$ cat src/rtl/ipcc_pkg.sv
// Package for the issue port contention checker.
// Field widths, port and refusal codes, register indexes, control structs.
// No dependencies.
`timescale 1ns / 1ps
`default_nettype none

package ipcc_pkg;

  localparam int UNIT_COUNT_DEF   = 8;
  localparam int TIME_BITS_DEF    = 48;
  localparam int ELEMENT_BITS_DEF = 8;

  localparam int CFG_W     = 13;
  localparam int CFG_IDX_W = 1;
  localparam int PORT_W    = 3;
  localparam int UNIT_W    = 3;
  localparam int LAT_W     = 8;
  localparam int ASIZE_W   = 16;
  localparam int MERGED_W  = 8;
  localparam int PC_W      = 64;
  localparam int VLEN_W    = 16;
  localparam int CAUSE_W   = 3;
  localparam int VMS_W     = 7;

  localparam int GENERIC_LIMIT    = 3;
  localparam int SCALAR_MEM_LIMIT = 2;
  localparam int GATHER_SHIFT     = 6;

  localparam logic [CFG_W-1:0] VECTOR_BITS_RST   = 13'd256;
  localparam logic [CFG_W-1:0] DATAPATH_BITS_RST = 13'd128;

  typedef enum logic [PORT_W-1:0] {
    PORT_P0      = 3'd0,
    PORT_P1      = 3'd1,
    PORT_SMEM    = 3'd2,
    PORT_VMEM    = 3'd3,
    PORT_VALU    = 3'd4,
    PORT_GENERIC = 3'd5
  } port_t;

  typedef enum logic [CAUSE_W-1:0] {
    CAUSE_NONE      = 3'd0,
    CAUSE_PORT_FULL = 3'd1,
    CAUSE_VMEM_BUSY = 3'd2,
    CAUSE_VALU_BUSY = 3'd3,
    CAUSE_ALU_BUSY  = 3'd4
  } cause_t;

  typedef enum logic [CFG_IDX_W-1:0] {
    CFG_VECTOR_BITS   = 1'b0,
    CFG_DATAPATH_BITS = 1'b1
  } cfg_idx_t;

  typedef struct packed {
    logic capture;
    logic eval;
    logic div_commit;
    logic load_out;
  } ipcc_cmd_t;

  typedef struct packed {
    logic need_div;
    logic div_done;
  } ipcc_sts_t;

endpackage

`default_nettype wire

$ cat src/rtl/ipcc_div.sv
// Serial restoring divider, one quotient bit per cycle.
// Depends on ipcc_pkg for the divisor width.
`timescale 1ns / 1ps
`default_nettype none

module ipcc_div
  import ipcc_pkg::*;
#(
  parameter int DIV_W = 25
) (
  input  wire logic             clk,
  input  wire logic             rst_n,
  input  wire logic             start,
  input  wire logic [DIV_W-1:0] dividend,
  input  wire logic [CFG_W-1:0] divisor,
  output logic                  done,
  output logic [DIV_W-1:0]      quotient
);

  localparam int CNT_W = $clog2(DIV_W + 1);

  logic [CNT_W-1:0] cnt_r, cnt_nxt;
  logic             done_r, done_nxt;
  logic [CFG_W-1:0] rem_r, rem_nxt;
  logic [DIV_W-1:0] quo_r, quo_nxt;
  logic [CFG_W-1:0] dsr_r;
  logic [CFG_W:0]   trial;
  logic [CFG_W:0]   diff;

  always_comb begin
    trial    = {rem_r, quo_r[DIV_W-1]};
    diff     = trial - {1'b0, dsr_r};
    cnt_nxt  = cnt_r;
    rem_nxt  = rem_r;
    quo_nxt  = quo_r;
    done_nxt = 1'b0;
    if (start) begin
      cnt_nxt = CNT_W'(DIV_W);
      rem_nxt = '0;
      quo_nxt = dividend;
    end else if (cnt_r != '0) begin
      cnt_nxt  = cnt_r - 1'b1;
      done_nxt = (cnt_r == CNT_W'(1));
      if (trial >= {1'b0, dsr_r}) begin
        rem_nxt = diff[CFG_W-1:0];
        quo_nxt = {quo_r[DIV_W-2:0], 1'b1};
      end else begin
        rem_nxt = trial[CFG_W-1:0];
        quo_nxt = {quo_r[DIV_W-2:0], 1'b0};
      end
    end
  end

  always_ff @(posedge clk) begin
    if (!rst_n) begin
      cnt_r  <= '0;
      done_r <= 1'b0;
    end else begin
      cnt_r  <= cnt_nxt;
      done_r <= done_nxt;
    end
  end

  always_ff @(posedge clk) begin
    rem_r <= rem_nxt;
    quo_r <= quo_nxt;
    if (start) begin
      dsr_r <= divisor;
    end
  end

  assign done     = done_r;
  assign quotient = quo_r;

endmodule

`default_nettype wire

$ cat src/rtl/ipcc_dp.sv
// Datapath: captured beat, slot counters, busy times, config registers,
// refusal logic and result register. Depends on ipcc_pkg and ipcc_div.
`timescale 1ns / 1ps
`default_nettype none

module ipcc_dp
  import ipcc_pkg::*;
#(
  parameter int UNIT_COUNT   = UNIT_COUNT_DEF,
  parameter int TIME_BITS    = TIME_BITS_DEF,
  parameter int ELEMENT_BITS = ELEMENT_BITS_DEF,
  parameter int DIV_W        = 25
) (
  input  wire logic                 clk,
  input  wire logic                 rst_n,
  input  wire ipcc_cmd_t            cmd,
  output ipcc_sts_t                 sts,
  input  wire logic                 cfg_we,
  input  wire logic [CFG_IDX_W-1:0] cfg_index,
  input  wire logic [CFG_W-1:0]     cfg_wdata,
  input  wire logic                 in_cycle_start,
  input  wire logic [TIME_BITS-1:0] in_now,
  input  wire logic [PORT_W-1:0]    in_port,
  input  wire logic [UNIT_W-1:0]    in_alu_unit,
  input  wire logic [LAT_W-1:0]     in_alu_latency,
  input  wire logic                 in_is_vector,
  input  wire logic                 in_is_memory,
  input  wire logic                 in_can_squash,
  input  wire logic [ASIZE_W-1:0]   in_access_size,
  input  wire logic [MERGED_W-1:0]  in_merged_count,
  input  wire logic [PC_W-1:0]      in_program_counter,
  input  wire logic [VLEN_W-1:0]    in_vector_length,
  output logic                      out_granted,
  output logic [CAUSE_W-1:0]        out_refusal_cause
);

  localparam int UIX_W     = $clog2(UNIT_COUNT);
  localparam int ELEM_LOG  = $clog2(ELEMENT_BITS);
  localparam int RCP_SHIFT = CFG_W + ELEM_LOG;
  localparam int RCP_VAL   = (2 ** RCP_SHIFT + ELEMENT_BITS - 1) / ELEMENT_BITS;
  localparam int PROD_W    = 2 * CFG_W + 1;
  localparam logic [1:0] GEN_LIM  = 2'(GENERIC_LIMIT);
  localparam logic [1:0] SMEM_LIM = 2'(SCALAR_MEM_LIMIT);

  // config
  logic [CFG_W-1:0] vector_bits_r, datapath_bits_r;

  // captured beat
  logic                 cs_r, vec_r, mem_r, squash_r;
  logic [TIME_BITS-1:0] now_r;
  logic [PORT_W-1:0]    port_r;
  logic [UNIT_W-1:0]    unit_r;
  logic [LAT_W-1:0]     lat_r;
  logic [ASIZE_W-1:0]   asize_r;
  logic [MERGED_W-1:0]  merged_r;
  logic [PC_W-1:0]      pc_r;
  logic [VLEN_W-1:0]    vlen_r;

  // state
  logic [1:0]           gen_r, gen_eff, gen_nxt;
  logic [1:0]           spt_r, spt_eff, spt_nxt;
  logic [1:0]           smem_r, smem_eff, smem_nxt;
  logic [VMS_W-1:0]     vms_r, vms_eff, vms_nxt;
  logic                 vas_r, vas_eff, vas_nxt;
  logic [TIME_BITS-1:0] unit_busy_r [UNIT_COUNT];
  logic [TIME_BITS-1:0] vmem_busy_r, valu_busy_r;
  logic [VLEN_W-1:0]    rem_len_r, rem_len_nxt;
  logic [PC_W-1:0]      last_pc_r;

  // division bookkeeping and result
  logic                 div_vmem_r, div_min1_r;
  cause_t               res_cause_r;
  logic                 out_granted_r;
  logic [CAUSE_W-1:0]   out_cause_r;

  cause_t               cause;
  logic                 grant;
  logic                 unit_ok;
  logic [UIX_W-1:0]     unit_ix;
  logic [VMS_W-1:0]     vm_limit;
  logic [PROD_W-1:0]    per_prod;
  logic [CFG_W-1:0]     per_reg;
  logic [VLEN_W-1:0]    per_reg_ext;
  logic [VLEN_W-1:0]    rem_new;
  logic                 full_reg;
  logic [MERGED_W:0]    merged_p1;
  logic [DIV_W-1:0]     dividend;
  logic [CFG_W-1:0]     divisor;
  logic                 div_done;
  logic [DIV_W-1:0]     quotient;
  logic [DIV_W-1:0]     occ;

  assign unit_ok  = (unit_r != '0) && (int'(unit_r) < UNIT_COUNT);
  assign unit_ix  = UIX_W'(unit_r);
  assign vm_limit = squash_r ? VMS_W'(1) : vector_bits_r[CFG_W-1:GATHER_SHIFT];

  always_comb begin
    gen_eff  = cs_r ? '0 : gen_r;
    spt_eff  = cs_r ? '0 : spt_r;
    smem_eff = cs_r ? '0 : smem_r;
    vms_eff  = cs_r ? '0 : vms_r;
    vas_eff  = cs_r ? 1'b0 : vas_r;
    gen_nxt  = gen_eff;
    spt_nxt  = spt_eff;
    smem_nxt = smem_eff;
    vms_nxt  = vms_eff;
    vas_nxt  = vas_eff;
    cause    = CAUSE_NONE;
    case (port_r)
      PORT_GENERIC: begin
        if (gen_eff >= GEN_LIM) cause = CAUSE_PORT_FULL;
        else gen_nxt = gen_eff + 2'd1;
      end
      PORT_VMEM: begin
        if (vms_eff == '0 && vmem_busy_r > now_r) cause = CAUSE_VMEM_BUSY;
        else if (vms_eff >= vm_limit) cause = CAUSE_PORT_FULL;
        else vms_nxt = vms_eff + VMS_W'(1);
      end
      PORT_VALU: begin
        if (!vas_eff && valu_busy_r > now_r) cause = CAUSE_VALU_BUSY;
        else if (vas_eff) cause = CAUSE_PORT_FULL;
        else vas_nxt = 1'b1;
      end
      PORT_SMEM: begin
        if (smem_eff >= SMEM_LIM) cause = CAUSE_PORT_FULL;
        else smem_nxt = smem_eff + 2'd1;
      end
      PORT_P0, PORT_P1: begin
        if (spt_eff[port_r[0]] || gen_eff >= GEN_LIM) begin
          cause = CAUSE_PORT_FULL;
        end else begin
          spt_nxt[port_r[0]] = 1'b1;
          gen_nxt            = gen_eff + 2'd1;
        end
      end
      default: cause = CAUSE_PORT_FULL;
    endcase
    if (cause == CAUSE_NONE && unit_ok && unit_busy_r[unit_ix] > now_r) begin
      cause = CAUSE_ALU_BUSY;
    end
  end

  assign grant = (cause == CAUSE_NONE);

  // vector_bits / ELEMENT_BITS by reciprocal multiply
  assign per_prod    = PROD_W'(vector_bits_r) * PROD_W'(RCP_VAL);
  assign per_reg     = CFG_W'(per_prod >> RCP_SHIFT);
  assign per_reg_ext = VLEN_W'(per_reg);

  assign rem_new  = (last_pc_r != pc_r) ? vlen_r : rem_len_r;
  assign full_reg = (per_reg_ext < rem_new);

  always_comb begin
    rem_len_nxt = rem_new;
    if (vec_r && !mem_r) begin
      rem_len_nxt = (rem_new > per_reg_ext) ? rem_new - per_reg_ext : '0;
    end
  end

  assign merged_p1 = {1'b0, merged_r} + (MERGED_W + 1)'(1);

  always_comb begin
    if (mem_r) begin
      dividend = DIV_W'(asize_r) * DIV_W'(merged_p1);
    end else if (full_reg) begin
      dividend = DIV_W'(vector_bits_r);
    end else begin
      dividend = DIV_W'(rem_new) * DIV_W'(ELEMENT_BITS);
    end
  end

  assign divisor = (datapath_bits_r == '0) ? CFG_W'(1) : datapath_bits_r;

  assign sts.need_div = grant && vec_r && (!mem_r || squash_r);
  assign sts.div_done = div_done;

  ipcc_div #(
    .DIV_W(DIV_W)
  ) u_div (
    .clk     (clk),
    .rst_n   (rst_n),
    .start   (cmd.eval && sts.need_div),
    .dividend(dividend),
    .divisor (divisor),
    .done    (div_done),
    .quotient(quotient)
  );

  assign occ = (div_min1_r && quotient == '0) ? DIV_W'(1) : quotient;

  always_ff @(posedge clk) begin
    if (!rst_n) begin
      vector_bits_r   <= VECTOR_BITS_RST;
      datapath_bits_r <= DATAPATH_BITS_RST;
    end else if (cfg_we) begin
      case (cfg_index)
        CFG_VECTOR_BITS:   vector_bits_r   <= cfg_wdata;
        CFG_DATAPATH_BITS: datapath_bits_r <= cfg_wdata;
        default: ;
      endcase
    end
  end

  always_ff @(posedge clk) begin
    if (cmd.capture) begin
      cs_r     <= in_cycle_start;
      now_r    <= in_now;
      port_r   <= in_port;
      unit_r   <= in_alu_unit;
      lat_r    <= in_alu_latency;
      vec_r    <= in_is_vector;
      mem_r    <= in_is_memory;
      squash_r <= in_can_squash;
      asize_r  <= in_access_size;
      merged_r <= in_merged_count;
      pc_r     <= in_program_counter;
      vlen_r   <= in_vector_length;
    end
    if (cmd.eval) begin
      res_cause_r <= cause;
      div_vmem_r  <= mem_r;
      div_min1_r  <= !full_reg;
    end
    if (cmd.load_out) begin
      out_granted_r <= (res_cause_r == CAUSE_NONE);
      out_cause_r   <= res_cause_r;
    end
  end

  always_ff @(posedge clk) begin
    if (!rst_n) begin
      gen_r       <= '0;
      spt_r       <= '0;
      smem_r      <= '0;
      vms_r       <= '0;
      vas_r       <= 1'b0;
      vmem_busy_r <= '0;
      valu_busy_r <= '0;
      rem_len_r   <= '0;
      last_pc_r   <= '0;
      for (int i = 0; i < UNIT_COUNT; i++) begin
        unit_busy_r[i] <= '0;
      end
    end else begin
      if (cmd.eval) begin
        gen_r  <= gen_nxt;
        spt_r  <= spt_nxt;
        smem_r <= smem_nxt;
        vms_r  <= vms_nxt;
        vas_r  <= vas_nxt;
        if (grant) begin
          if (unit_ok) begin
            unit_busy_r[unit_ix] <= now_r + TIME_BITS'(lat_r);
          end
          if (vec_r && mem_r && !squash_r) begin
            vmem_busy_r <= now_r;
          end
          rem_len_r <= rem_len_nxt;
          last_pc_r <= pc_r;
        end
      end
      if (cmd.div_commit) begin
        if (div_vmem_r) begin
          vmem_busy_r <= now_r + TIME_BITS'(quotient);
        end else begin
          valu_busy_r <= now_r + TIME_BITS'(occ);
        end
      end
    end
  end

  assign out_granted       = out_granted_r;
  assign out_refusal_cause = out_cause_r;

endmodule

`default_nettype wire

$ cat config.mk
export PLATFORM = sky130hd
export DESIGN_NAME = ipcc_dp
export DESIGN_NICKNAME = d
export VERILOG_FILES = /design/src/rtl/ipcc_pkg.sv /design/src/rtl/ipcc_div.sv /design/src/rtl/ipcc_dp.sv
export SDC_FILE = /design/constraint.sdc
export NUM_CORES = 2
export LEC_CHECK = 0
export BUFFER_PORTS_ARGS = -buffer_cell sky130_fd_sc_hd__buf_2
export CAP_MARGIN = 20
export CORE_MARGIN = 1
export CORE_UTILIZATION = 55
export DETAILED_ROUTE_END_ITERATION = 8
export GPL_TIMING_DRIVEN = 0
export PLACE_DENSITY = 0.73
export SETUP_SLACK_MARGIN = 0.3
export SYNTH_ARGS = -nofsm -noshare
export SYNTH_HDL_FRONTEND = slang
export SYNTH_SLANG_ARGS = --single-unit
$ cat constraint.sdc
create_clock -name clk -period 12.95 [get_ports clk]
set_input_delay 0 -clock clk [delete_from_list [all_inputs] [get_ports clk]]
set_output_delay 0 -clock clk [all_outputs]
set_load 0.03 [all_outputs]
# Word level (Yosys, flattened, before mapping)
# Memories as Yosys holds them, arrays and structs flattened. A register that Yosys moved wholly into a read port is not among the register bits.
# Cells that the tools add are included.
# W data, S select, Z words.
# totals
regBits	452
latch_bits	0
ramBits	384
mem_bits_ro	0
output_inout_bits	6
n_memories	1
# memory_table
name	words	width	rd	rd_ports_with_merged_regs	write_ports	line_no	text
unit_busy_r	8	48	1	1	8	ipcc_dp.sv:65	logic [TIME_BITS-1:0] unit_busy_r [UNIT_COUNT];
# classes
addsub	10
n_mul	1
div	0
n_lt_le_gt_ge	11
n_eq_ne	7
n_shift	0
muxes	58
n_bitwise	5
n_reduce_logical	36
# op_table
cell	count
$mux W48	6
$gt A48 B48 Y1	3
$mux W25	4
$add A48 B25 Y48	2
$ne A64 B64 Y1	1
$add A48 B8 Y48	1
$mux W16	3
$reduce_or A48 Y1	1
$mux W7	5
$logic_not A25 Y1	1
$mul A16 B9 Y25	1
$mux W2	11
$mux W1	19
$mux W19	1
$gt A16 B10 Y1	1
$lt A10 B16 Y1	1
$sub A16 B10 Y16	1
$pmux W3 S5	1
$ge A14 B13 Y1	1
$logic_not A13 Y1	1
$mux W13	1
$sub A13 B13 Y13	1
$logic_and A1 B1 Y1	12
$logic_not A3 Y1	4
other kinds (27)	45

# Longest topological paths before layout
# logic_depth
depth_word	17
mapped_depth	24
depth_no_buf	23

# Modules after synthesis
# From an unflattened synthesis, not the netlist that was laid out.
# unflattened
hier_cells	4330
hier_area_um2	47053.9
# by_module_without_submodules
mod	instances	cells_each	area_each_um2
ipcc_dp	1	4046	43958.4
ipcc_div	1	284	3095.5

# Worst setup path before layout
# Ideal clock, no wire load.
# synth_path
path_type	register to register
startpoint	reg (tool-made name)
endpoint	mem unit_busy_r[2][0] (netlist bit), enable pin
setup_time_ns	0.520
arrival_ns	7.911
setup_slack_ns	4.519
path_stages_with_launch	19
n_path_buf	6
period_less_slack_ns	8.431
cell_sequence	dfxtp_1 -> clkbuf_1 -> buf_1 -> buf_1 -> mux4_2 -> mux2_2 -> ha_1 -> nand4_1 -> or3_1 -> nor3_2 -> nand3_1 -> o2bb2ai_1 -> a21oi_1 -> nor4_4 -> buf_4 -> buf_4 -> buf_4 -> nand2_1 -> o21ai_0
# synth_rtl
element	line_no
to (decl)	ipcc_dp.sv:65

==> run summary <==
The worst clock skew on the final layout came out at 0.0310 ns. The kind of cell with the highest combined delay along the critical path is buffers and inverters. In the finished design, the share of the clock period the worst path needs comes to 63.6%. The area fraction in and, or, nand and nor cells after synthesis is 13.8%. At the end of routability-driven placement, the weighted congestion stood at 0.977.

The I/O pin count came out at 197. The length in cells of the worst reg-to-reg path is 18. The ratio of routed vias to standard cells is 5.85.

The final wirelength is 133000 µm. The worst path buffer plus inverter count came out at 8. The classification of the worst setup path is reg -> reg. The die boundary height came out at 295 µm. Max-cap violations in this run came to 0. Based on the critical path, the design can be clocked at up to 121 MHz. The number of instances in the placed design came out at 5660. STA classifies the critical path endpoint as a flop.

The clock-pin slew on the worst setup and hold paths came out at 0.06 ns. The slew at the pin closest to its max-slew limit is 1.11 ns. The area occupied by multi-input gates is 22600 µm². For the finished layout, the period the worst path requires is 8.23 ns.

The class of the tightest hold or removal check is in -> reg. The run finished with clean final reports. The adder-cell share of the synthesized area is 12.0%. The critical path's most frequent cell is sky130_fd_sc_hd__buf_4.

Each instance of the synthesized netlist takes up on average 11.0 µm². The fraction of registers with async set or reset after synthesis came out at 0%. Summed over all layers, the global routing overflow is 0. The proportion of synthesized area in mux cells came out at 8.59%. The power density of the placed cells is 173 nW/µm². The iteration count of the initial detailed-routing pass came out at 7.

The number of rows in the core area came out at 106. The leakage power came out at 22.2 nW. The residual DRC count came out at 0.

The library cells used most frequently in the layout, excluding fill and tap cells, are sky130_fd_sc_hd__edfxtp_1 (601), sky130_fd_sc_hd__nor2_1 (543), sky130_fd_sc_hd__nand2_1 (294). The number of distinct library cell variants in the gate-level netlist after synthesis is 88. The maximum number of pins on one net before global-route repair is 107.

The total design power came out at 9.56 mW. The highest cell delay on the worst timing path came out at 0.84 ns. The endpoint arrival time on the critical path is 8.58 ns. The maximum clock insertion buffer count is 3. Along the worst path, the maximum fanout reaches 22. The worst register-to-register path ends at unit_busy_r[2][32]$_SDFFCE_PN0P_. The worst setup path is launched from a flop. The total count of hold-check failures in the final report is 0. The library cell used most frequently in the layout, excluding fill and tap cells, is sky130_fd_sc_hd__edfxtp_1. Following the worst setup path forward leads to its endpoint at unit_busy_r[2][32]$_SDFFCE_PN0P_. The number of nets in the finished design came out at 5396.

The width of the die is 295 µm. The initial core utilization came out at 55.9%. The TritonCTS clock tree is done. The total vias in the final route came out at 35300.

The synthesized area came out at 47100 µm². Across the VDD grid, the largest voltage drop is 142 µV. The number of enable-type register cells in the synthesized netlist is 601. The final non-filler cell total came out at 6028. The fraction of final layout cells with drive strength greater than 1 is 12.2%. Once detail routing completed, the nets flagged for antenna violations numbered 0. The critical path goes through clkbuf_1, buf_1, buf_1, mux4_2, mux2_2, ha_1, a211oi_1, o21ai_0, o31ai_1, a21oi_1, nor4_4, buf_4, buf_4, buf_4, nand2_1, o21ai_4, buf_16, buf_12. The number of max-slew violations in the final report is 0. The wire length per cell after detailed routing is 22.0 µm. The total clock buffers created by CTS came out at 89. The area growth from synthesis to layout is 17.3%.

The portion of the post-synthesis area used by sequential elements came out at 48.5%. Setup violations remaining at the end of the flow were counted as 0. Setup repair after global routing left no endpoint under its margin. The sequential cells in the finished layout cover a total of 22800 µm². Buffers added to address setup during post-CTS repair amount to 0. The required time of the worst setup path came out at 13.30 ns. The insertion delay of the later-clocked pin in the worst-skew pair is 0.68 ns. The filler cell count came out at 6404. The compound-gate portion of the synthesized area is 9.09%.

The combinational family with the most area after synthesis is simple AND/OR/NAND/NOR gates. The initial antenna violation count came out at 5. Buffers placed on the I/O ports in this run total 196. The total negative setup slack is 0 ns. The quantity of gates resized following cts is 0. The tree is rooted in a sky130_fd_sc_hd__clkbuf_16. The number of logic stages on the critical path including buffering is 18. Counting flops and latches in the post-synthesis netlist gives 839. Among all flip-flop cells after synthesis, the most frequent one is sky130_fd_sc_hd__edfxtp_1. The final HPWL from detailed placement is 95600 µm. The number of instances in the synthesized netlist came out at 4265. After the first detailed-routing iteration, the DRC count stood at 3387. Measured against its own limit, the worst slew margin works out to 25.7%. The final cell utilization of the core is 65.5%.

Global routing used 30.7% of the available tracks across all layers. Setup slack on the worst reg-to-reg path comes out at 4.72 ns. The post-synthesis xor/xnor area fraction came out at 3.95%. The overall die area is 86700 µm². The core region area is 84200 µm². On the critical path, the stage with the largest delay is an instance of sky130_fd_sc_hd__buf_1. The first global-routing pass estimated 201000 µm of wire. The number of clock sinks came out at 839. The number of global-route vias before repair came out at 35000. The maximum level of the CTS H-tree is 3. Yosys printed 0 warnings.
## flip-flops by register name (all words and copies together) (netlist names), 16 cells and up, named ones only
name and flops:
u_div.quotient 25, valu_busy_r 48, vmem_busy_r 48, last_pc_r 64, unit_busy_r 384, rem_len_r 16
now_r 48, pc_r 64, vlen_r 16, asize_r 16
## power by group
part	total (mW)	switching [mW]	internal, mW
logic	3.43	1.97	1.46
registers	3.45	0.250	3.20
clock network	2.68	1.13	1.55
total	9.56	3.35	6.21
## through the flow
step	hold slack, ns	area [µm²]	setup slack (ns)
2_1_floorplan	0.0989	47200	4.52
3_3_place_gp	0.176	49600	-0.671
3_5_place_dp	0.178	50100	4.87
4_1_cts	0.00210	55100	4.77
5_1_grt	0.0177	55200	4.41
6_report	0.0347	55200	4.72
## synthesized netlist by cell type (all sizes together) (9+ instances only)
cell type    n  area share [%]
xor2        31            0.58
or3         26            0.35
nand2b      54            0.72
and2        28            0.38
mux2        70             1.7
and3        31            0.41
or2          9            0.12
a21oi      219             2.3
a22oi        9            0.14
nor3        70            0.76
o21a        15            0.24
o31ai       10            0.17
mux4        96             4.6
dfxtp      238              10
nand2      295             2.4
inv        265             2.1
nor2       543             4.3
clkbuf     172             1.4
nor4        42            0.64
buf         48            0.60
a21o        61            0.97
xnor2      181             3.4
nand3       85            0.91
ha         286             7.6
a221oi       9            0.17
o21ai      170             1.8
nor2b      107             1.4
fa         104             4.4
nand4       57            0.78
mux2i      109             2.3
a211oi      50            0.80
a31oi       18            0.24
edfxtp     601              38
o211ai      23            0.37
nand3b       9            0.14
## cell type report
| cell class | instances | area share (%) |
|---|---|---|
| flip-flops and latches | 839 | 41.3 |
| multi-input cells | 2987 | 40.9 |
| repair buffers | 412 | 6.15 |
| clock buffers | 109 | 4.34 |
| well taps | 1134 | 2.57 |
| inverters | 266 | 1.81 |
| plain buffers | 220 | 1.69 |
| clock inverters | 58 | 1.18 |
| diodes | 3 | 0.0136 |
## worst min-delay path by stage
stage / from / to / slack [ns] / depth (start not counted)
floorplan: in_access_size[0] / asize_r[0]$_DFFE_PP_ / 0.1 / 0
global placement: in_program_counter[46] / pc_r[46]$_DFFE_PP_ / 0.18 / 1
detailed placement: in_program_counter[47] / pc_r[47]$_DFFE_PP_ / 0.18 / 1
CTS: in_access_size[7] / asize_r[7]$_DFFE_PP_ / 0.002 / 2
global route: in_now[34] / now_r[34]$_DFFE_PP_ / 0.02 / 2
finish: in_now[34] / now_r[34]$_DFFE_PP_ / 0.03 / 2
## layer usage
layer / GRT usage, % / wire, µm
met4: 13.5 / 6420
met2: 50.7 / 62700
met1: 39.8 / 52900
met5: 0 / 24
met3: 4.95 / 10500
## repair_timing
item | in CTS | in global routing
endpoints found under the setup margin | 0 | 0
hold buffers | 195 | 0
endpoints found under the hold margin | 281 | 0
## kinds of logic after synthesis
| kind of cell | Yosys count |
|---|---|
| adder cells (fa/ha/maj) | 390 |
| other | 1 |
| flip-flops | 839 |
| XOR/XNOR | 212 |
| buffers and inverters | 486 |
| AND/OR/NAND/NOR | 1380 |
| AO/OA/AOI/OAI | 682 |
| multiplexers | 275 |
No activity file was read; power rests on OpenSTA's default activity.
